[src/fhist_pkg.sv]
`timescale 1ns / 1ps
// ----------------------------------------------------------------------------
// fhist_pkg
// Types and codes shared by the fixed-range histogram core: item layouts,
// command codes, register indexes and the job handed from front to back.
// ----------------------------------------------------------------------------
package fhist_pkg;

  typedef enum logic [1:0] {
    CMD_ADD   = 2'd0,
    CMD_READ  = 2'd1,
    CMD_CLEAR = 2'd2,
    CMD_NONE  = 2'd3
  } cmd_e;

  localparam logic [1:0] REG_X_MIN         = 2'd0;
  localparam logic [1:0] REG_BIN_WIDTH     = 2'd1;
  localparam logic [1:0] REG_INV_BIN_WIDTH = 2'd2;

  typedef struct packed {
    cmd_e               cmd;
    logic [2:0]         channel;
    logic signed [31:0] sample_value;
    logic               closes_set;
    logic [7:0]         bin_index;
  } in_item_t;

  typedef struct packed {
    logic               in_range;
    logic [31:0]        raw_count;
    logic [31:0]        density;
    logic signed [31:0] left_edge;
    logic [31:0]        set_total;
  } out_item_t;

  typedef struct packed {
    cmd_e               op;
    logic               hit;
    logic               closes;
    logic signed [31:0] left_edge;
  } job_t;

endpackage

[src/fhist_front.sv]
`timescale 1ns / 1ps
// ----------------------------------------------------------------------------
// fhist_front
// Accept and classify items: offset, reciprocal multiply, range check, bin
// address and left edge, in a two-stage pipeline feeding the job queue.
// ----------------------------------------------------------------------------
module fhist_front #(
  parameter int CHANNELS = 8,
  parameter int BINS     = 256,
  parameter int ADDR_W   = 11
) (
  input  logic                      clk_i,
  input  logic                      rst_ni,
  input  logic                      push_i,
  input  fhist_pkg::in_item_t       item_i,
  output logic                      full_o,
  input  logic                      hold_i,
  input  logic signed [31:0]        x_min_i,
  input  logic [30:0]               bin_width_i,
  input  logic [31:0]               inv_bin_width_i,
  output logic                      job_push_o,
  output fhist_pkg::job_t           job_o,
  output logic [ADDR_W-1:0]         job_addr_o,
  input  logic                      job_full_i
);

  import fhist_pkg::*;

  localparam int BIN_W = $clog2(BINS);

  logic               s1_valid_q, s2_valid_q;
  in_item_t           s1_item_q, s2_item_q;
  logic signed [32:0] s1_diff_q;
  logic               s2_neg_q;
  logic [63:0]        s2_mul_q;
  logic [38:0]        s2_eprod_q;

  logic               accept, s1_adv, s2_adv;
  logic [31:0]        bin;
  logic               counted, ch_ok, bidx_ok;
  logic [31:0]        bin_sel;
  logic signed [39:0] edge_sum;
  logic signed [31:0] edge_sat;

  assign s2_adv = s2_valid_q && !job_full_i;
  assign s1_adv = s1_valid_q && (!s2_valid_q || s2_adv);
  assign full_o = hold_i || (s1_valid_q && !s1_adv);
  assign accept = push_i && !full_o;

  always_ff @(posedge clk_i or negedge rst_ni) begin
    if (!rst_ni) begin
      s1_valid_q <= 1'b0;
      s2_valid_q <= 1'b0;
    end else begin
      if (accept) begin
        s1_valid_q <= 1'b1;
      end else if (s1_adv) begin
        s1_valid_q <= 1'b0;
      end
      if (s1_adv) begin
        s2_valid_q <= 1'b1;
      end else if (s2_adv) begin
        s2_valid_q <= 1'b0;
      end
    end
  end

  always_ff @(posedge clk_i) begin
    if (accept) begin
      s1_item_q <= item_i;
      s1_diff_q <= {item_i.sample_value[31], item_i.sample_value} - {x_min_i[31], x_min_i};
    end
    if (s1_adv) begin
      s2_item_q  <= s1_item_q;
      s2_neg_q   <= s1_diff_q[32];
      s2_mul_q   <= 64'(s1_diff_q[31:0]) * 64'(inv_bin_width_i);
      s2_eprod_q <= 39'(s1_item_q.bin_index) * 39'(bin_width_i);
    end
  end

  always_comb begin
    bin      = s2_mul_q[63:32];
    counted  = s2_neg_q ? (inv_bin_width_i == '0) : (bin < 32'(BINS));
    ch_ok    = 32'(s2_item_q.channel) < 32'(CHANNELS);
    bidx_ok  = 32'(s2_item_q.bin_index) < 32'(BINS);
    edge_sum = 40'(x_min_i) + $signed({1'b0, s2_eprod_q});
    edge_sat = (!edge_sum[39] && (|edge_sum[38:31])) ? 32'sh7FFFFFFF : edge_sum[31:0];

    job_o.op        = s2_item_q.cmd;
    job_o.closes    = s2_item_q.closes_set;
    job_o.hit       = 1'b0;
    job_o.left_edge = '0;
    bin_sel         = '0;
    case (s2_item_q.cmd)
      CMD_ADD: begin
        job_o.hit = counted && ch_ok;
        bin_sel   = s2_neg_q ? '0 : 32'(s2_mul_q[32 +: BIN_W]);
      end
      CMD_READ: begin
        job_o.hit       = ch_ok && bidx_ok;
        job_o.left_edge = edge_sat;
        bin_sel         = 32'(s2_item_q.bin_index);
      end
      default: begin
      end
    endcase
    job_addr_o = ADDR_W'(32'(s2_item_q.channel) * 32'(BINS) + bin_sel);
  end

  assign job_push_o = s2_adv;

endmodule

[config.mk]
export PLATFORM = sky130hd
export DESIGN_NAME = fhist_front
export DESIGN_NICKNAME = d
export VERILOG_FILES = /design/src/fhist_pkg.sv /design/src/fhist_front.sv
export SDC_FILE = /design/constraint.sdc
export NUM_CORES = 2
export LEC_CHECK = 0
export BUFFER_PORTS_ARGS = -buffer_cell sky130_fd_sc_hd__buf_2
export CAP_MARGIN = 20
export CORE_MARGIN = 2
export CORE_UTILIZATION = 49
export CTS_BUF_LIST = sky130_fd_sc_hd__clkbuf_2 sky130_fd_sc_hd__clkbuf_4 sky130_fd_sc_hd__clkbuf_8
export DETAILED_ROUTE_END_ITERATION = 12
export PLACE_DENSITY = 0.66
export RECOVER_POWER = 100
export SYNTH_ARGS = -nofsm -noshare
export SYNTH_HDL_FRONTEND = slang
export SYNTH_SLANG_ARGS = --single-unit
[constraint.sdc]
create_clock -name clk_i -period 10.2 [get_ports clk_i]
set_input_delay 0.51 -clock clk_i [delete_from_list [all_inputs] [get_ports clk_i]]
set_output_delay 0.51 -clock clk_i [all_outputs]
set_load 0.02 [all_outputs]
---- Yosys cells after proc, flatten, opt, wreduce, memory -nomap -nowiden ----
Index checks and enable logic that the tools add are counted.
cells by class
  add/sub/neg operators ................... 3
  $mul .................................... 2
  magnitude comparators ................... 1
  eq/ne operators ......................... 1
  multiplexer cells ....................... 10
  reductions and logical operators ........ 17
operator list
  kind                                                                    number
  32-bit by 32-bit multiplier with 64-bit output                          1
  32-bit two-way mux                                                      2
  32-bit by 40-bit adder with 40-bit output                               1
  8-bit by 31-bit multiplier with 39-bit output                           1
  32-bit by 32-bit subtractor with 33-bit output                          1
  32-bit logical NOT                                                      1
  32-bit by 9-bit < comparator with 1-bit output (second input constant)  1
  8-bit one-hot mux with 2 select lines                                   1
  11-bit adder                                                            1
  8-bit two-way mux                                                       1
  8-bit OR reduction                                                      1
  1-bit logical AND                                                       5
  1-bit logical NOT                                                       5
  1-bit two-way mux                                                       5
  2-bit nonzero test                                                      2
  2-bit by 1-bit == test with 1-bit output (second input constant)        1
  2-bit logical NOT                                                       1
  1-bit logical OR                                                        2
  1-bit one-hot mux with 2 select lines                                   1
word-level totals
  register bits ........................... 167
  input bits .............................. 146

---- Logic depth before layout (Yosys ltp) ----
  depth after elaboration ................. 10
  gate-level depth with buffers ........... 29
  depth with buffers taken out ............ 28

---- Worst setup path after synthesis ----
OpenSTA, ideal clock, no wires.
  kind .................................... input-to-reg
  from .................................... input port inv_bin_width_i[8]
  to ...................................... register s2_mul_q[56] (data pin)
  setup time .............................. 260 ps
  data arrival time ....................... 7,201 ps
  data required time ...................... 9,940 ps
  path slack .............................. 2,739 ps
  stages on the path ...................... 24
  cell sequence ........................... clkbuf_1 > nand2_1 > fa_1 > fa_1 > fa_1 > fa_1 > inv_1 > fa_1 > fa_1 > fa_1 > inv_1 > fa_1 > inv_1 > ha_1 > a211o_1 > a21oi_1 > and2_1 > nand4b_1 > o31a_1 > a21oi_2 > o21bai_2 > a221o_1 > a221oi_2 > xnor2_1
between the ends
  longest elaborated chain between the ends .. 1
RTL lines
  element                                         line               RTL
  start, declared                                 fhist_front.sv:20  input logic [31:0] inv_bin_width_i,
  32-bit by 32-bit multiplier with 64-bit output  fhist_front.sv:76  s2_mul_q <= 64'(s1_diff_q[31:0]) * 64'(inv_bin_width_i);
  end signal, assigned                            fhist_front.sv:76
  end, declared                                   fhist_front.sv:35  logic [63:0] s2_mul_q;
No other way between the ends.
A chain may end at the register's enable or synchronous reset.

---- Worst setup path in the final report ----
  from .................................... input port inv_bin_width_i[11]
  to ...................................... register s2_mul_q[56] (data pin)
The elaborated chain is that of the path after synthesis.

==> impl_metrics.toml <==
[status]
status = "finished with violations"
failed_checks = "max-capacitance violations, max-slew violations"

[global_route]
gr-total-overflow = 0
grt_use_total_pct = 28.20
grt_pass1_vias = 38274
grt_pass1_wl_mm = 216.4
use_met2_pct = 48.03
grt-busiest-layer = "met2"
met3_usage_pct = 4.506
grt_max_degree = 68
grt_antenna_before_repair = 17
use_met1_pct = 36.58

[synthesis]
syn-cell-area_sq_um = 47890
synth_edf_count = 133
async_flop_share_pct = 1.481
postSynthCellCount = 5116
avgSynthCellArea_sq_um = 9.361
yosysTopAreaCell = "fa_1"
ys_warn_count = 0
synth_nets = 6723
synth_top_cell_area_share_pct = 44.77
synthFlopType = "edfxtp_1"
yosysSeqAreaShare_pct = 8.444
synthTopCellsByArea = "fa_1 45%, ha_1 10%, and2_1 9.5%"
ys_seq_elements = 135
synth.distinct_cells = 83

[floorplanning]
dieArea_sq_um = 100300
fp.dieH_um = 316.6
core-area_sq_um = 96710
ios = 195
dieWidth_um = 316.6
rows = 114
start_util_pct = 49.52

[critical_path]
crit_path_frequent_cell = "fa_1"
cpMaxStageDelayCell = "clkbuf_1"
critPathMaxStageDelay_ps = 1640
rrSetupSlack_ps = 1320
path_max_fanout = 33
worstPathArrival_ps = 9540
critPathTopFamily = "adder cells"
cp-end-kind = "flip-flop"
critPathLaunchType = "primary input"
cp_num_buf_inv = 5
crit_required_ps = 10470
worstSetupPathType = "primary input to flip-flop"

[sta]
fin_crit_sh_pct = 90.84
drv_slew = 302
slew_headroom_pct = -169.2
grt_setup_unrepaired = "false"
setup_viol = 0
tns_ps = 0
tightest_slew_ps = 4039
fin_skew_ps = 32.74
max_clock_freq_ghz = 0.1079
hold_violations = 0
setup_ws_ps = 934.3
fin_crit_ps = 9266

[placed_design]
place_ws_ps = 1093
io_buffer_count = 194
dp_cells = 6399
place_congestion = 0.9352
hpwl_mm = 106.7

[clock_tree]
clk_pin_slew_worst_paths_ps = 110
cts.sinks = 135
clockBufferDepth = 2
ctsHoldBuffers = 1
cts_root_buf = "clkbuf_8"
ctsResizeCount = 0
cts_made_buffers = 17
h-tree-depth = 4
post_cts_buffers = 0
cts_tree = "built"
insertion_delay_ps = 520

[hold_path]
hold_path.class = "primary input to flip-flop"

[cells_and_area]
final_common_cell = "fa_1"
final_cell_mix = "1,071 x fa_1, 1,070 x inv_1, 720 x and2_1"
nNetsFinal = 6758
area_growth_pct = 5.390
fill_cells = 9018
layout-drive-gt1-share_pct = 5.635
fin_cells = 6446

[drt]
drc = 0
first_iter_violations = 2175
vias_per_cell = 5.446
drtPass1Iterations = 5
via_count = 35105
wl_mm = 134.4
wl_per_cell_um = 20.85
antenna_left = 0

[flow_run]
cap_viol_max_count = 8
## metrics by stage
step / cell area, sq um / utilization [%] / hold WS, ps
6_report: 50470 / 52.19 / 156.9
5_1_grt: 50460 / 52.18 / 138.7
4_1_cts: 50440 / 52.16 / 128.4
3_5_place_dp: 50060 / 51.76 / 300.4
3_3_place_gp: 49900 / 51.60 / 294.8
2_1_floorplan: 47890 / - / 214.4
## registers in the layout (all words and copies together), names as in the netlist
register / flops
s2_eprod_q: 39
s1_diff_q: 33
s2_item_q: 11
s1_item_q: 14
s2_valid_q: 1
s2_neg_q: 1
job_o: 3
s2_mul_q: 32
s1_valid_q: 1
## layer usage
| metal | wire length [um] | up-vias |
|---|---|---|
| met5 | 126 | - |
| met4 | 5189 | 20 |
| met3 | 9509 | 269 |
| met2 | 65830 | 1254 |
| met1 | 53730 | 18051 |
| li1 | - | 15511 |
## cells by family after synthesis
kind of cell | synth area share, %
and+or+nand+nor | 17.21
AOI/OAI and AO/OA | 6.707
adders and majority gates | 54.96
muxes | 0.04180
buffers and inverters | 10.42
DFF | 8.444
xor gates and xnor gates | 2.213
## area by class of cell
| cell class | instances | area (sq um) | share of cell area (%) |
|---|---|---|---|
| diodes | 6 | 15.01 | 0.02975 |
| multi-input cells | 3664 | 38810 | 76.90 |
| clock buffers | 17 | 234.0 | 0.4636 |
| clock inverters | 15 | 145.1 | 0.2876 |
| repair buffers | 263 | 1610 | 3.190 |
| well taps | 1276 | 1597 | 3.163 |
| flip-flops and latches | 135 | 4044 | 8.012 |
| inverters | 1070 | 4016 | 7.958 |
## synthesized netlist by cell type (6+ instances only)
cell type  number
inv_1        1070
nand2_1       634
edfxtp_1      133
a211o_1         6
and3_1         13
nor4_1         15
ha_1          390
nand4_1        15
nor2_1         81
and2_1        731
nor2b_1        22
clkbuf_1      233
o21bai_1       23
o31ai_1        11
xnor2_1        81
a22oi_1         9
a21oi_1       131
or3_1           9
buf_4           6
o21ai_0        69
o211ai_1       10
nor3_1         25
a31o_2          6
o21a_1         23
o21ai_1        20
a211oi_1       11
o21ai_2        22
xor2_1         40
a21o_1         63
a31oi_1        11
fa_1         1071
nand2b_1       13
nand3_1        25
## worst paths after layout
path / startpoint / to / cells after the start
worst max register to register: s1_diff_q[18] / s2_mul_q[56] / 23
max in group asynchronous: rst_ni / s2_valid_q / 2
worst max-delay path: inv_bin_width_i[11] / s2_mul_q[56] / 25
min in group asynchronous: rst_ni / s1_valid_q / 2
worst min-delay path: item_i[7] / s1_item_q[7] / 1
worst min register to register: s1_item_q[41] / s2_item_q[41] / 0
Power is not shown: default switching activity piles up to over one toggle a cycle in this logic, so the estimate is an artifact.
