`src/fhist_pkg.sv`:
```
`timescale 1ns / 1ps
// ----------------------------------------------------------------------------
// fhist_pkg
// Types and codes shared by the fixed-range histogram core: item layouts,
// command codes, register indexes and the job handed from front to back.
// ----------------------------------------------------------------------------
package fhist_pkg;

  typedef enum logic [1:0] {
    CMD_ADD   = 2'd0,
    CMD_READ  = 2'd1,
    CMD_CLEAR = 2'd2,
    CMD_NONE  = 2'd3
  } cmd_e;

  localparam logic [1:0] REG_X_MIN         = 2'd0;
  localparam logic [1:0] REG_BIN_WIDTH     = 2'd1;
  localparam logic [1:0] REG_INV_BIN_WIDTH = 2'd2;

  typedef struct packed {
    cmd_e               cmd;
    logic [2:0]         channel;
    logic signed [31:0] sample_value;
    logic               closes_set;
    logic [7:0]         bin_index;
  } in_item_t;

  typedef struct packed {
    logic               in_range;
    logic [31:0]        raw_count;
    logic [31:0]        density;
    logic signed [31:0] left_edge;
    logic [31:0]        set_total;
  } out_item_t;

  typedef struct packed {
    cmd_e               op;
    logic               hit;
    logic               closes;
    logic signed [31:0] left_edge;
  } job_t;

endpackage

```
`src/fhist_back.sv`:
```
`timescale 1ns / 1ps
// ----------------------------------------------------------------------------
// fhist_back
// Carry out jobs against the counter store: increment, read with density
// division, clear sweep, set count, and the output register.
// ----------------------------------------------------------------------------
module fhist_back #(
  parameter int DEPTH  = 2048,
  parameter int ADDR_W = 11
) (
  input  logic                      clk_i,
  input  logic                      rst_ni,
  input  logic                      job_valid_i,
  input  fhist_pkg::job_t           job_i,
  input  logic [ADDR_W-1:0]         job_addr_i,
  output logic                      job_pop_o,
  input  logic [30:0]               bin_width_i,
  output logic                      init_busy_o,
  output logic                      mem_we_o,
  output logic [ADDR_W-1:0]         mem_waddr_o,
  output logic [31:0]               mem_wdata_o,
  output logic [ADDR_W-1:0]         mem_raddr_o,
  input  logic [31:0]               mem_rdata_i,
  output logic                      out_valid_o,
  output fhist_pkg::out_item_t      out_item_o,
  input  logic                      pop_i
);

  import fhist_pkg::*;

  typedef enum logic [2:0] {
    B_INIT, B_IDLE, B_EXEC, B_DEN, B_DIV, B_CLR, B_OUT
  } state_e;

  function automatic logic [31:0] sat_inc(input logic [31:0] v);
    sat_inc = (v == 32'hFFFFFFFF) ? v : v + 32'd1;
  endfunction

  state_e            state_q, state_d;
  job_t              cur_q, cur_d;
  logic [ADDR_W-1:0] addr_q, addr_d, sweep_q, sweep_d;
  logic [31:0]       cnt_q, cnt_d, set_q, set_d, quo_q, quo_d;
  logic [62:0]       den_q, den_d;
  logic [63:0]       rem_q, rem_d;
  logic [4:0]        step_q, step_d;
  out_item_t         res_q, res_d, out_q, out_d, fin_res;
  logic              out_valid_q, out_valid_d;
  logic              fin, out_free, sweep_last, ge;
  logic [63:0]       rem_sh;
  logic [31:0]       quo_nxt;

  assign out_free   = !out_valid_q || pop_i;
  assign sweep_last = (sweep_q == ADDR_W'(DEPTH - 1));
  assign rem_sh     = {rem_q[62:0], 1'b0};
  assign ge         = rem_sh >= {1'b0, den_q};
  assign quo_nxt    = {quo_q[30:0], ge};

  always_comb begin
    state_d     = state_q;
    cur_d       = cur_q;
    addr_d      = addr_q;
    sweep_d     = sweep_q;
    cnt_d       = cnt_q;
    set_d       = set_q;
    quo_d       = quo_q;
    den_d       = den_q;
    rem_d       = rem_q;
    step_d      = step_q;
    res_d       = res_q;
    out_d       = out_q;
    out_valid_d = out_valid_q;
    fin         = 1'b0;
    fin_res     = '0;
    job_pop_o   = 1'b0;
    mem_we_o    = 1'b0;
    mem_waddr_o = sweep_q;
    mem_wdata_o = '0;
    mem_raddr_o = addr_q;

    case (state_q)
      B_INIT, B_CLR: begin
        mem_we_o = 1'b1;
        sweep_d  = sweep_q + 1'b1;
        if (sweep_last) begin
          sweep_d = '0;
          if (state_q == B_INIT) begin
            state_d = B_IDLE;
          end else begin
            set_d = '0;
            fin   = 1'b1;
          end
        end
      end
      B_IDLE: begin
        mem_raddr_o = job_addr_i;
        if (job_valid_i) begin
          job_pop_o = 1'b1;
          cur_d     = job_i;
          addr_d    = job_addr_i;
          sweep_d   = '0;
          state_d   = (job_i.op == CMD_CLEAR) ? B_CLR : B_EXEC;
        end
      end
      B_EXEC: begin
        case (cur_q.op)
          CMD_ADD: begin
            if (cur_q.hit) begin
              mem_we_o    = 1'b1;
              mem_waddr_o = addr_q;
              mem_wdata_o = sat_inc(mem_rdata_i);
            end
            if (cur_q.closes) begin
              set_d = sat_inc(set_q);
            end
            fin               = 1'b1;
            fin_res.in_range  = cur_q.hit;
            fin_res.set_total = set_d;
          end
          CMD_READ: begin
            cnt_d   = cur_q.hit ? mem_rdata_i : '0;
            den_d   = 63'(bin_width_i) * 63'(set_q);
            state_d = B_DEN;
          end
          default: begin
            fin               = 1'b1;
            fin_res.set_total = set_q;
          end
        endcase
      end
      B_DEN: begin
        fin_res.raw_count = cnt_q;
        fin_res.left_edge = cur_q.left_edge;
        fin_res.set_total = set_q;
        if (!cur_q.hit || den_q == '0) begin
          fin = 1'b1;
        end else if ({31'd0, cnt_q} >= den_q) begin
          fin             = 1'b1;
          fin_res.density = 32'hFFFFFFFF;
        end else begin
          rem_d   = 64'(cnt_q);
          quo_d   = '0;
          step_d  = '0;
          state_d = B_DIV;
        end
      end
      B_DIV: begin
        rem_d  = ge ? rem_sh - {1'b0, den_q} : rem_sh;
        quo_d  = quo_nxt;
        step_d = step_q + 1'b1;
        if (step_q == 5'd31) begin
          fin               = 1'b1;
          fin_res.raw_count = cnt_q;
          fin_res.density   = quo_nxt;
          fin_res.left_edge = cur_q.left_edge;
          fin_res.set_total = set_q;
        end
      end
      B_OUT: begin
        if (out_free) begin
          state_d = B_IDLE;
        end
      end
      default: begin
        state_d = B_IDLE;
      end
    endcase

    if (fin) begin
      res_d   = fin_res;
      state_d = out_free ? B_IDLE : B_OUT;
    end

    if (fin && out_free) begin
      out_d       = fin_res;
      out_valid_d = 1'b1;
    end else if (state_q == B_OUT && out_free) begin
      out_d       = res_q;
      out_valid_d = 1'b1;
    end else if (pop_i) begin
      out_valid_d = 1'b0;
    end
  end

  always_ff @(posedge clk_i or negedge rst_ni) begin
    if (!rst_ni) begin
      state_q     <= B_INIT;
      sweep_q     <= '0;
      set_q       <= '0;
      out_valid_q <= 1'b0;
    end else begin
      state_q     <= state_d;
      sweep_q     <= sweep_d;
      set_q       <= set_d;
      out_valid_q <= out_valid_d;
    end
  end

  always_ff @(posedge clk_i) begin
    cur_q  <= cur_d;
    addr_q <= addr_d;
    cnt_q  <= cnt_d;
    quo_q  <= quo_d;
    den_q  <= den_d;
    rem_q  <= rem_d;
    step_q <= step_d;
    res_q  <= res_d;
    out_q  <= out_d;
  end

  assign init_busy_o = (state_q == B_INIT);
  assign out_valid_o = out_valid_q;
  assign out_item_o  = out_q;

endmodule

```
`config.mk`:
```
export PLATFORM = sky130hd
export DESIGN_NAME = fhist_back
export DESIGN_NICKNAME = d
export VERILOG_FILES = /design/src/fhist_pkg.sv /design/src/fhist_back.sv
export SDC_FILE = /design/constraint.sdc
export NUM_CORES = 2
export LEC_CHECK = 0
export ABC_CLOCK_PERIOD_IN_PS = 13100
export BUFFER_PORTS_ARGS = -buffer_cell sky130_fd_sc_hd__buf_2
export CAP_MARGIN = 20
export CORE_MARGIN = 3
export CORE_UTILIZATION = 45
export CTS_CLUSTER_DIAMETER = 100
export DETAILED_ROUTE_END_ITERATION = 8
export PLACE_DENSITY = 0.66
export SYNTH_ARGS = -nofsm -noshare
export SYNTH_HDL_FRONTEND = slang
export SYNTH_SLANG_ARGS = --single-unit
export TNS_END_PERCENT = 30
```
`constraint.sdc`:
```
create_clock -name clk_i -period 13.1 [get_ports clk_i]
set_clock_uncertainty 0.1 [all_clocks]
set_input_delay 1.31 -clock clk_i [delete_from_list [all_inputs] [get_ports clk_i]]
set_output_delay 1.31 -clock clk_i [all_outputs]
set_load 0.02 [all_outputs]
```
Yosys cells after proc, flatten, opt, wreduce, memory -nomap -nowiden. Index checks and enable logic that the tools add are counted.

Equality and inequality tests: 26. $add $sub $neg: 5. Order comparisons: 2. Multipliers: 1. Muxes and demuxes: 63. Reductions and logical operators: 21.

Operator list (count): $mux W32 (11); $mux W129 (2); $pmux W96 S2 (1); $mux W63 (3); $mux W128 (1); $pmux W32 S2 (2); $pmux W63 S2 (1); $pmux W32 S3 (1); $mux W11 (6); $add A32 B1 Y32 const B (2); $eq A32 B32 Y1 const B (2); $ge A64 B63 Y1 (1); $ge A32 B63 Y1 (1); $logic_not A63 Y1 (1); $mul A31 B32 Y63 (1); $sub A63 B63 Y63 (1); $mux W31 (2); $pmux W31 S2 (1); $mux W3 (10); $pmux W11 S2 (1); $ne A3 B3 Y1 const B (6); $pmux W3 S6 (1); $mux W1 (15); $ne A2 B2 Y1 const B (6); other kinds (27) (39).

Register bits after elaboration: 546. Word-level logic and storage cells: 142. Output and inout bits: 187.

Logic depth before layout (Yosys ltp).
Depth after elaboration: 6. Gate-level depth with buffers: 29. Gate-level depth less buffers: 26.

Worst setup path after synthesis. Ideal clock, no wire load.

Path kind: register to register. From: register state_q[0]. To: register cnt_q[0], enable pin. Arrival time: 10.468 ns. Path slack: 1.717 ns. Data required time: 12.185 ns. Buffers on the path: 1. Stages on the path, launching flop included: 3. Cells stage by stage: dfrtp_1 > clkbuf_1 > nor4b_1.

Longest elaborated chain between the ends: 2.

RTL lines: start, declared (RTL line fhist_back.sv:39) `state_e state_q, state_d;`; start signal, assigned (RTL line fhist_back.sv:191) `state_q <= state_d;`; $eq A3 B2 Y1 (RTL line fhist_back.sv:80) `case (state_q)`; $reduce_and A2 Y1 (no line); end signal, assigned (RTL line fhist_back.sv:201) `cnt_q <= cnt_d;`; end, declared (RTL line fhist_back.sv:42) `logic [31:0] cnt_q, cnt_d, set_q, set_d, quo_q, quo_d;`.

No other way between the ends. A chain may end at the register's enable or synchronous reset.

Final worst setup path.
From: register set_q[25]. To: register den_q[56], data pin.

Longest elaborated chain between the ends: 1.

RTL lines: start, declared (RTL line fhist_back.sv:42); start signal, assigned (RTL line fhist_back.sv:193) `set_q <= set_d;`; $mul A31 B32 Y63 (RTL line fhist_back.sv:121) `den_d = 63'(bin_width_i) * 63'(set_q);`; end signal, assigned (RTL line fhist_back.sv:203) `den_q <= den_d;`; end, declared (RTL line fhist_back.sv:43) `logic [62:0] den_q, den_d;`.

No other way between the ends.

==> results.json <==
{
  "status": "finished, final reports clean",
  "syn-num-nets": 7317,
  "finalHoldViolations": 0,
  "yosys-top-cells-area": "fa_1, edfxtp_1, ha_1, and2_1, inv_1",
  "finalSetupViolCount": 0,
  "coreArea_um2": 132000,
  "hold_buffers": 0,
  "worstSkewPairLatency_ns": 0.66,
  "end_kind": "register",
  "fin_ws_ns": 4.47,
  "fmax_mhz": 116,
  "cp_max_fo": 26,
  "synth_cells": 5980,
  "cts_buffer_depth": 3,
  "nets": 7377,
  "drive_gt1_share_pct": 10.4,
  "die_height_um": 371,
  "final.setup.tns_ns": 0,
  "grt_pass1_wl_um": 256000,
  "crit_path_frequent_cell": "fa_1",
  "initial_utilization_pct": 45.5,
  "first_iter_violations": 3199,
  "finalMaxSlewViolations": 0,
  "final_cells": 7852,
  "area_growth_pct": 7.92,
  "ctsResizeCount": 0,
  "gp_congestion": 0.925,
  "grt_antenna_before_repair": 9,
  "rsz0062_at_grt": "false",
  "worst_pin_slew_ns": 1.07,
  "grt_pass1_vias": 44938,
  "syn_area_per_cell_um2": 10.0,
  "wire_per_inst_um": 20.8,
  "synth_commonest_cells": "inv_1, fa_1, nand2_1",
  "grt_busiest_layer": "met2",
  "grt_max_degree": 79,
  "dp_hpwl_um": 122000,
  "ys_ff_latch": 546,
  "power_density_nw_per_um2": 99.9,
  "io_buffers": 300,
  "startpoint_type": "register",
  "use_met1_pct": 31.4,
  "synth_edf_count": 499,
  "cts.htree.levels": 2,
  "rows": 133,
  "hold_path.class": "register to register",
  "period_share_pct": 65.9,
  "synth_most_common_cell": "inv_1",
  "use_met3_pct": 3.17,
  "ys_seq_area_share_pct": 26.9,
  "cp.required_ns": 13.36,
  "grt_use_total_pct": 23.7,
  "numCtsBuffers": 58,
  "fin_crit_ns": 8.63,
  "total_leakage_power_nw": 30.4,
  "yosysTopAreaCellShare_pct": 28.9,
  "cts_root_buf": "clkbuf_16",
  "io_pins": 301,
  "synthFlopType": "edfxtp_1",
  "fillCellCount": 12068,
  "yosysWarnings": 0,
  "arrival_ns": 8.89,
  "fp.dieArea_um2": 138000,
  "cap_violations": 0,
  "slew-limit-headroom_pct": 28.4,
  "drc": 0,
  "cts_tree": "built",
  "die_w_um": 371,
  "cpMaxStageDelayCell": "dfrtp_1",
  "clk_pin_slew_worst_paths_ns": 0.07,
  "vdd.ir_drop.worst_v": 0.000116,
  "via_per_inst": 5.54,
  "dr.pass1.iters": 6,
  "synthArstFlopShare_pct": 8.61,
  "postCtsSetupBuffers": 0,
  "placed_cells": 7733,
  "synth_cell_types": 97,
  "gr-usage-met2_pct": 39.3,
  "synth_top_cell_by_area": "fa_1",
  "drtAntennaViolNets": 0,
  "cts.sinks": 546,
  "detailroute.via_count": 43466,
  "grt_remaining_overflow": 0,
  "path_class": "register to register",
  "dpl_worst_slack_ns": 3.88,
  "critical-path-max-stage-delay_ns": 0.76,
  "syn-cell-area_um2": 60100,
  "routed_wl_um": 163000
}
==> layout make-up <==
type	count	area, um2	share of cell area (%)
Antenna cell	7	17.5	0.0270
Clock buffer	70	1520	2.34
Clock inverter	40	474	0.731
Inverter	900	3380	5.22
Multi-Input combinational cell	4183	39200	60.4
Sequential cell	546	16200	24.9
Tap cell	1755	2200	3.39
Timing Repair Buffer	351	1920	2.96
==> registers in the layout (all words and copies together) (netlist names) <==
name and cells:
state_q 3, rem_q 63, set_q 32, out_valid_o 1, out_item_o 129, den_q 63
quo_q 31, sweep_q 11, addr_q 11, cnt_q 32, res_q 129, step_q 5
cur_q 36
==> cells by family (layout without fill, tap and decap cells) <==
family,after synthesis,in the layout,synth area share (%)
multiplexers,130,130,2.43
flip-flops,546,546,26.9
adder cells (fa/ha/maj),1223,1223,36.3
XOR/XNOR,146,146,2.13
AND/OR/NAND/NOR,1988,1988,16.7
AO/OA/AOI/OAI,696,696,7.54
buffers and inverters,1251,1361,8.03
other,0,7,0
==> stage by stage <==
step / area, um2 / util, % / hold WS [ns] / total power [W]
after floorplan: 60100 / - / 0.369 / 0.00424
after global placement: 62800 / 47.6 / 0.403 / 0.00476
after detailed placement: 62800 / 47.6 / 0.411 / 0.00480
after CTS: 64800 / 49.1 / 0.412 / 0.00650
after global routing: 64800 / 49.1 / 0.445 / 0.00683
final: 64800 / 49.1 / 0.408 / 0.00648
==> cell usage in the layout, fill, tap and decap left out, types with 113 or more instances in the layout <==
cell      count
a21o_1      113
a21oi_1     160
and2_1      676
buf_2       301
edfxtp_1    499
fa_1        867
ha_1        356
inv_1       899
mux2_2      125
nand2_1     756
nor2_1      208
o21ai_0     154
==> metal layers <==
metal	up-vias	share of wire, %	routed length (um)
met2	1670	48	78000
met5	-	0	0
met3	343	6.7	10900
met4	0	4.4	7170
met1	22078	41	67200
li1	19375	-	-
==> power by group <==
part / internal [W] / switching [W] / total (W)
Combinational: 0.000745 / 0.00148 / 0.00223
Clock: 0.000974 / 0.000714 / 0.00169
Sequential: 0.00240 / 0.000162 / 0.00256
Total: 0.00412 / 0.00236 / 0.00648
==> critical path, delay by kind of cell (launching register included) <==
kind	cells	cell delay (ns)
and+or+nand+nor	2	0.33
adders and majority gates	9	4.42
xor gates and xnor gates	1	0.08
DFF	1	0.76
AOI/OAI and AO/OA	8	1.87
buffers and inverters	5	0.75
==> final timing paths <==
path / slack [ns] / cells after the start / start / endpoint
max in group asynchronous: 11.69 / 2 / rst_ni / set_q[17]$_DFFE_PN0P_
worst max register to register: 4.47 / 25 / set_q[25]$_DFFE_PN0P_ / den_q[56]$_DFFE_PP_
worst min-delay path: 0.41 / 1 / cur_q[15]$_DFFE_PP_ / res_q[47]$_DFFE_PP_
worst min register to register: 0.41 / 1 / cur_q[15]$_DFFE_PP_ / res_q[47]$_DFFE_PP_
worst max-delay path: 4.47 / 25 / set_q[25]$_DFFE_PN0P_ / den_q[56]$_DFFE_PP_
min in group asynchronous: 0.69 / 2 / rst_ni / state_q[2]$_DFFE_PN0P_
No activity file was read; power rests on OpenSTA's default activity.
