[src/fhist_queue.sv]
`timescale 1ns / 1ps
// ----------------------------------------------------------------------------
// fhist_queue
// Short register queue that decouples the classify front from the back.
// ----------------------------------------------------------------------------
module fhist_queue #(
  parameter int WIDTH = 40,
  parameter int DEPTH = 2
) (
  input  logic             clk_i,
  input  logic             rst_ni,
  input  logic             push_i,
  input  logic [WIDTH-1:0] data_i,
  output logic             full_o,
  input  logic             pop_i,
  output logic [WIDTH-1:0] data_o,
  output logic             empty_o
);

  localparam int PTR_W = (DEPTH > 1) ? $clog2(DEPTH) : 1;
  localparam int CNT_W = $clog2(DEPTH + 1);

  logic [WIDTH-1:0] slot_q [DEPTH];
  logic [PTR_W-1:0] wr_ptr_q, wr_ptr_d, rd_ptr_q, rd_ptr_d;
  logic [CNT_W-1:0] cnt_q, cnt_d;
  logic             do_push, do_pop;

  assign full_o  = (cnt_q == CNT_W'(DEPTH));
  assign empty_o = (cnt_q == '0);
  assign do_push = push_i && !full_o;
  assign do_pop  = pop_i && !empty_o;
  assign data_o  = slot_q[rd_ptr_q];

  always_comb begin
    wr_ptr_d = wr_ptr_q;
    rd_ptr_d = rd_ptr_q;
    cnt_d    = cnt_q;
    if (do_push) begin
      wr_ptr_d = (wr_ptr_q == PTR_W'(DEPTH - 1)) ? '0 : wr_ptr_q + 1'b1;
    end
    if (do_pop) begin
      rd_ptr_d = (rd_ptr_q == PTR_W'(DEPTH - 1)) ? '0 : rd_ptr_q + 1'b1;
    end
    if (do_push && !do_pop) begin
      cnt_d = cnt_q + 1'b1;
    end else if (do_pop && !do_push) begin
      cnt_d = cnt_q - 1'b1;
    end
  end

  always_ff @(posedge clk_i or negedge rst_ni) begin
    if (!rst_ni) begin
      wr_ptr_q <= '0;
      rd_ptr_q <= '0;
      cnt_q    <= '0;
    end else begin
      wr_ptr_q <= wr_ptr_d;
      rd_ptr_q <= rd_ptr_d;
      cnt_q    <= cnt_d;
    end
  end

  always_ff @(posedge clk_i) begin
    if (do_push) begin
      slot_q[wr_ptr_q] <= data_i;
    end
  end

endmodule

[config.mk]
export PLATFORM = sky130hd
export DESIGN_NAME = fhist_queue
export DESIGN_NICKNAME = d
export VERILOG_FILES = /design/src/fhist_queue.sv
export SDC_FILE = /design/constraint.sdc
export NUM_CORES = 1
export LEC_CHECK = 0
export BUFFER_PORTS_ARGS = -buffer_cell sky130_fd_sc_hd__buf_2
export CAP_MARGIN = 10
export CORE_UTILIZATION = 40
export CTS_CLUSTER_DIAMETER = 80
export DETAILED_ROUTE_END_ITERATION = 8
export PLACE_DENSITY_LB_ADDON = 0.1
export SETUP_SLACK_MARGIN = 0.1
export SYNTH_ARGS = -nofsm -noshare
export SYNTH_HDL_FRONTEND = slang
export SYNTH_SLANG_ARGS = --single-unit
[constraint.sdc]
create_clock -name clk_i -period 3.6 [get_ports clk_i]
set_input_delay 0.18 -clock clk_i [delete_from_list [all_inputs] [get_ports clk_i]]
set_output_delay 0.18 -clock clk_i [all_outputs]
set_load 0.005 [all_outputs]
### After elaboration in Yosys (flattened, before gate mapping)

Memory sizes are Yosys's and may differ from the RTL's.
Index checks and enable logic that the tools add are counted.

| storage, ports and cells | value |
|---|---|
| register bits | 4 |
| bits in latches | 0 |
| memory bits (writable) | 80 |
| ROM bits | 0 |
| input bits | 44 |
| output and inout port bits | 42 |
| word-level logic and storage cells | 25 |
| memories kept | 1 |

| operators by class | value |
|---|---|
| add/subtract/negate cells | 4 |
| multiply operators | 0 |
| divide/modulo/power cells | 0 |
| $lt $le $gt $ge | 0 |
| equality and inequality tests | 1 |
| shift operators | 0 |
| muxes and demuxes | 6 |
| bitwise operators | 0 |
| reduce and logical (&&, ||, !) cells | 10 |

Memories:

| memory | depth | width | read ports | clocked after memory_dff | write ports | line | RTL |
|---|---|---|---|---|---|---|---|
| slot_q | 2 | 40 | 1 | 0 | 1 | 23 | `logic [WIDTH-1:0] slot_q [DEPTH];` |

Operators with widths:

| cell | count |
|---|---|
| $logic_and 1x1->1 | 4 |
| $logic_not 1->1 | 4 |
| $mux 1 | 4 |
| $mux 2 | 2 |
| $add 1x1->1 const B | 2 |
| $add 2x1->2 const B | 1 |
| $eq 2x2->1 const B | 1 |
| $logic_not 2->1 | 1 |
| $reduce_bool 2->1 | 1 |
| $sub 2x1->2 const B | 1 |

### Depth between registers and ports, before layout

Gate-level depths: netlist of run 1.

| depth | value |
|---|---|
| word-level depth | 7 |
| mapped depth | 7 |
| gate-level depth less buffers | 7 |

### Worst setup path before layout of run 1

No wires, ideal clock.

| timing path | value |
|---|---|
| path type | flip-flop to flip-flop |
| start | register cnt_q[0] |
| end | memory slot_q[0][0], enable pin |
| library setup time | 437 ps |
| arrival | 2334 ps |
| data required time | 3163 ps |
| path slack | 829 ps |
| cell stages (with the launch flop) | 4 |
| path buffers | 0 |
| clock period less this slack | 2771 ps |
| cell sequence | dfrtp_1 > nand2b_1 > nand2_1 > nor2_1 |

| on the way | value |
|---|---|
| cells in the longest elaborated chain, start to end | 5 |

Ends and longest elaborated chain:

| item | line | RTL |
|---|---|---|
| from (decl) | 25 | `logic [CNT_W-1:0] cnt_q, cnt_d;` |
| from (signal assigned) | 59 | `cnt_q <= cnt_d;` |
| $eq 2x2->1 | 28 | `assign full_o = (cnt_q == CNT_W'(DEPTH));` |
| $logic_not 1->1 | 30 | `assign do_push = push_i && !full_o;` |
| $logic_and 1x1->1 | 30 |  |
| $mux 1 | 64 | `if (do_push) begin` |
| $mux 1 (not written as such) | 65 | `slot_q[wr_ptr_q] <= data_i;` |
| to (decl) | 23 |  |

Every way passes these cells.

### Final worst setup path of run 1

| timing path | value |
|---|---|
| start | register rd_ptr_q |
| end | output port data_o[21] |

| on the way | value |
|---|---|
| cells in the longest elaborated chain, start to end | 1 |

Ends and longest elaborated chain:

| item | line | RTL |
|---|---|---|
| from (decl) | 24 | `logic [PTR_W-1:0] wr_ptr_q, wr_ptr_d, rd_ptr_q, rd_ptr_d;` |
| from (signal assigned) | 58 | `rd_ptr_q <= rd_ptr_d;` |
| $mem_v2 2x40 | - |  |
| to (decl) | 16 | `output logic [WIDTH-1:0] data_o,` |

Every way passes these cells.

==> results of run 1 <==
[cell type report]
| type | count | area [um2] | area share (%) |
|---|---|---|---|
| Clock buffer | 12 | 135 | 3.39 |
| Clock inverter | 4 | 50.0 | 1.26 |
| Inverter | 2 | 7.51 | 0.188 |
| Multi-Input combinational cell | 53 | 694 | 17.4 |
| Sequential cell | 84 | 2500 | 62.8 |
| Tap cell | 102 | 128 | 3.20 |
| Timing Repair Buffer | 90 | 468 | 11.7 |
[Yosys cell counts, drive strengths merged]
cell,count,area (um2)
edfxtp,80,2400
mux2,40,597
buf,5,91.3
dfrtp,4,100
nor2,3,11.3
xnor2,3,26.3
inv,2,7.51
xor2,2,17.5
and3,1,6.26
ha,1,12.5
nand2,1,3.75
nand2b,1,6.26
o21ai,1,5.00
[critical path, cell delays in order, from the launching register on]
cell	delay, ps
dfrtp_2	900
buf_4	360
mux2_4	320
buf_2	130
[worst paths after layout]
check	to	cells after the start	from	slack, ps
max	data_o[21]	3	rd_ptr_q$_DFFE_PN0P_	1370
min	slot_q[0][31]$_DFFE_PP_	1	data_i[31]	20
max reg2reg	slot_q[0][24]$_DFFE_PP_	4	cnt_q[0]$_DFFE_PN0P_	1510
min reg2reg	cnt_q[1]$_DFFE_PN0P_	1	cnt_q[1]$_DFFE_PN0P_	520
max in group asynchronous	rd_ptr_q$_DFFE_PN0P_	2	rst_ni	3290
min in group asynchronous	cnt_q[1]$_DFFE_PN0P_	2	rst_ni	170
[through the flow]
| step | instances | hold WS (ps) | utilization [%] | worst slack [ps] | instance area [um2] |
|---|---|---|---|---|---|
| global placement | 329 | -6.39 | 48.2 | 1540 | 3780 |
| global route | 347 | 2.38 | 50.8 | 1250 | 3990 |
| CTS | 346 | 2.89 | 50.7 | 1310 | 3980 |
| floorplan | 144 | -116 | - | 829 | 3290 |
| finish | 347 | 23.8 | 50.8 | 1370 | 3990 |
| detailed placement | 329 | -5.53 | 48.2 | 1470 | 3780 |
[registers in the layout, summed over array words and instances (netlist names)]
name and cells:
slot_q 80, wr_ptr_q 1, cnt_q 2, rd_ptr_q 1
[report_power, final]
| group | total [uW] | leakage [uW] | switching (uW) | internal, uW |
|---|---|---|---|---|
| registers | 1480 | 0.000789 | 141 | 1340 |
| clock network | 628 | 0.0000866 | 308 | 320 |
| logic | 933 | 0.000740 | 383 | 549 |
| total | 3040 | 0.00162 | 832 | 2210 |
[layer usage]
metal  wire, um  global-route usage (%)  vias to the layer above
met1       2220                    15.4                      773
met2       2560                    20.0                       54
met5          0                       0                        -
li1           -                       -                      745
met4         67                    6.92                        0
met3        328                    3.86                        7
[cells by family (layout without fill, tap and decap cells)]
| group | after synthesis | after routing | synth area share, % |
|---|---|---|---|
| AO/OA/AOI/OAI | 1 | 1 | 0.152 |
| XOR/XNOR | 5 | 5 | 1.33 |
| adder cells (fa/ha/maj) | 1 | 1 | 0.381 |
| buffers and inverters | 7 | 108 | 3.01 |
| flip-flops | 84 | 84 | 76.1 |
| multiplexers | 40 | 40 | 18.2 |
| AND/OR/NAND/NOR | 6 | 6 | 0.838 |
[repair_timing]
item,CTS,global route
hold buffers,1,1
setup endpoints to repair,0,0
hold endpoints to repair,4,2
==> flow_metrics.py, run 1 <==
metrics = {
    "flow_run": {
        "drv_cap": 0,
    },
    "routing": {
        "drt_wl_total_um": 5180,
        "viasPerCell": 4.55,
        "drtIter0Drc": 74,
        "drc": 0,
        "post_drt_wl_per_cell_um": 14.9,
        "drtPass1Iterations": 3,
        "dr_total_vias": 1579,
        "final_antenna_net_count": 0,
    },
    "synth": {
        "yosysWarnings": 0,
        "synth-seq-cells": 84,
        "syn_area_per_cell_um2": 22.8,
        "synth_cell_type_count": 15,
        "synthCells": 144,
        "synth_seq_area_share_pct": 76.1,
        "synth_fp_nets": 189,
        "syn_area_um2": 3290,
    },
    "worst_setup_path": {
        "start_kind": "flop",
        "cp.required_ps": 3420,
        "cp_max_fo": 25,
        "cp-end-kind": "output port",
        "crit_type": "flop to output port",
        "crit_arrival_ps": 2050,
    },
    "clocking": {
        "numCtsBuffers": 9,
        "cts_buffer_depth": 2,
        "numClockSinks": 84,
        "clk_latency_ps": 340,
        "cts_resized": 0,
        "cts_tree": "yes",
        "root_buffer": "clkbuf_8",
        "cts.clk_slew.worst_paths_ps": 80,
        "cts_setup_buffers": 0,
        "htree_levels": 3,
    },
    "sta": {
        "rsz0062_at_grt": "no",
        "slew_headroom_pct": 34.1,
        "finalClockSkew_ps": 5.84,
        "finalSetupViolCount": 0,
        "max_freq_mhz": 449,
        "min_period_over_period_pct": 61.8,
        "drv_slew": 0,
        "period_needed_ps": 2230,
        "tns_ps": 0,
        "worst_pin_slew_ps": 989,
        "timing_hold_violations_final": 0,
    },
    "global_route": {
        "antenna_found_initial": 0,
        "grt_pass1_wl_um": 7760,
        "grt.total_usage_pct": 12.6,
        "grt_pass1_vias": 1556,
        "grt_remaining_overflow": 0,
        "grt_max_degree": 41,
    },
    "pwr": {
        "finalPower_uw": 3040,
        "ir_drop_mv": 0.429,
        "p_leak_uw": 0.00162,
        "p_per_area_nw_per_um2": 763,
    },
    "layout": {
        "layout_commonest_cell": "buf_2",
        "antenna_cells": 0,
        "area_delta_synth_final_pct": 21.3,
        "fillers": 706,
        "nNetsFinal": 285,
        "drive_above_1_share_pct": 58.8,
        "final_cell_mix": "buf_2 (85), edfxtp_1 (80), mux2_4 (39), clkbuf_8 (9)",
    },
    "die": {
        "num_io_pins": 86,
        "start_util_pct": 41.9,
        "die_y_um": 92.7,
        "die_w_um": 92.7,
        "die-area_um2": 8580,
        "num_rows": 32,
        "design.core.area_um2": 7850,
    },
    "status": {
        "status": "completed",
    },
    "place": {
        "routabilityCongestion": 0.660,
        "portBuffers": 85,
        "hpwl_um": 3390,
    },
    "worst_hold_path": {
        "hp-class": "input port to flop",
    },
}
Note: power is estimated with default switching activity, not from simulation.
==> inputs of run 2 (changes only) <==
==> constraint.sdc (replaced) <==
create_clock -name clk_i -period 2 [get_ports clk_i]
set_input_delay 0.1 -clock clk_i [delete_from_list [all_inputs] [get_ports clk_i]]
set_output_delay 0.1 -clock clk_i [all_outputs]
set_load 0.005 [all_outputs]
==> flow_metrics.py, run 2 (synthesized netlist as in run 1, its figures left out) <==
metrics = {
    "status": {
        "status": "completed",
    },
    "routing": {
        "dr_total_vias": 1709,
        "viasPerCell": 4.42,
        "post_drt_wl_per_cell_um": 13.7,
        "final_antenna_net_count": 0,
        "drtPass1Iterations": 4,
        "drt_wl_total_um": 5290,
        "drtIter0Drc": 85,
        "drc": 0,
    },
    "sta": {
        "drv_slew": 0,
        "tns_ps": 0,
        "timing_hold_violations_final": 0,
        "worst_pin_slew_ps": 414,
        "rsz0062_at_grt": "no",
        "slew_headroom_pct": 72.4,
        "finalSetupViolCount": 0,
        "period_needed_ps": 1690,
        "finalClockSkew_ps": 3.34,
        "min_period_over_period_pct": 84.4,
        "max_freq_mhz": 593,
    },
    "clocking": {
        "cts_resized": 0,
        "numCtsBuffers": 9,
        "htree_levels": 3,
        "cts_tree": "yes",
        "cts_setup_buffers": 0,
        "clk_latency_ps": 340,
        "cts_buffer_depth": 2,
        "cts.clk_slew.worst_paths_ps": 80,
        "root_buffer": "clkbuf_8",
        "numClockSinks": 84,
    },
    "worst_hold_path": {
        "hp-class": "input port to async pin",
    },
    "layout": {
        "drive_above_1_share_pct": 51.6,
        "nNetsFinal": 325,
        "final_util_pct": 56.0,
        "top_register": "slot_q",
        "layout_commonest_cell": "buf_2",
        "largest_reg_flops": 80,
        "antenna_cells": 0,
        "area_delta_synth_final_pct": 33.7,
        "reg.largest.list": "slot_q x80, cnt_q x2",
        "fillers": 672,
        "final_cell_mix": "buf_2 (85), edfxtp_1 (80), dlygate4sd3_1 (41), mux2_4 (39), clkbuf_8 (9)",
    },
    "flow_run": {
        "drv_cap": 0,
    },
    "worst_setup_path": {
        "cp-end-kind": "output port",
        "rrSetupSlack_ps": 460,
        "cp_max_fo": 22,
        "start_kind": "flop",
        "max_stage_delay_ps": 380,
        "crit_type": "flop to output port",
        "cp.required_ps": 1900,
        "crit_arrival_ps": 1590,
        "path_cells": "buf_4 -> mux2_2 -> buf_2",
        "critPathSlowestCell": "mux2_2",
    },
    "die": {
        "die-area_um2": 8580,
        "design.core.area_um2": 7850,
        "die_w_um": 92.7,
        "num_io_pins": 86,
        "die_y_um": 92.7,
        "start_util_pct": 41.9,
        "num_rows": 32,
    },
    "global_route": {
        "grt_use_met2_pct": 21.0,
        "antenna_found_initial": 0,
        "grt_max_degree": 36,
        "grt_use_met1_pct": 15.3,
        "grt_pass1_wl_um": 7890,
        "grt_pass1_vias": 1674,
        "grt_remaining_overflow": 0,
        "grt.total_usage_pct": 12.7,
        "met3_usage_pct": 4.35,
        "top_usage_layer": "met2",
    },
    "pwr": {
        "p_leak_uw": 0.00178,
        "ir_drop_mv": 0.583,
        "p_per_area_nw_per_um2": 1240,
    },
    "place": {
        "portBuffers": 85,
        "routabilityCongestion": 0.654,
        "hpwl_um": 3290,
    },
}
run 2: final cells by class:
| type | instances | area (um2) | area share (%) |
|---|---|---|---|
| Timing Repair Buffer | 130 | 891 | 20.3 |
| Sequential cell | 84 | 2500 | 57.0 |
| Clock buffer | 10 | 128 | 2.91 |
| Inverter | 2 | 7.51 | 0.171 |
| Clock inverter | 6 | 41.3 | 0.940 |
| Tap cell | 102 | 128 | 2.91 |
| Multi-Input combinational cell | 53 | 694 | 15.8 |
run 2: worst paths after layout:
path                                      start                    to  depth (start not counted)
max                        rd_ptr_q$_DFFE_PN0P_            data_o[17]                          3
min                                      rst_ni  cnt_q[0]$_DFFE_PN0P_                          2
max reg2reg                cnt_q[0]$_DFFE_PN0P_  cnt_q[1]$_DFFE_PN0P_                          7
min reg2reg                cnt_q[1]$_DFFE_PN0P_  cnt_q[1]$_DFFE_PN0P_                          1
max in group asynchronous                rst_ni  rd_ptr_q$_DFFE_PN0P_                          2
min in group clk_i                        pop_i  rd_ptr_q$_DFFE_PN0P_                          3
run 2: per-stage QoR:
step	area (um2)	power [uW]	instances	setup WS [ps]	hold slack (ps)
after floorplan	3300	3940	144	316	-196
after global placement	3810	4450	330	481	-87.7
final	4390	5460	387	313	76.7
after global routing	4390	5760	387	241	88.8
after detailed placement	3810	4460	330	457	-87.0
after CTS	4390	5540	387	284	67.5
run 2: power by group:
part / total (uW) / internal [uW] / switching [uW] / leakage (uW)
Combinational: 1910 / 1080 / 832 / 0.000915
Clock: 1020 / 448 / 573 / 0.0000783
Sequential: 2530 / 2410 / 121 / 0.000789
run 2: critical path: cells and delay by family, from the launching register on:
| kind | cells | cell delay, ps |
|---|---|---|
| flops | 1 | 360 |
| buf+inv | 2 | 500 |
| mux | 1 | 380 |
run 2: timing repair:
action / CTS / global route
hold endpoints to repair: 84 / 0
setup endpoints to repair: 0 / 0
hold buffers: 41 / 0
run 2: layer usage:
metal | vias to the layer above | wire, um | part of all wire [%]
li1 | 831 | - | -
met1 | 817 | 2330 | 44
met2 | 54 | 2620 | 50
met3 | 7 | 269 | 5.1
met4 | 0 | 74 | 1.4
met5 | - | 0 | 0
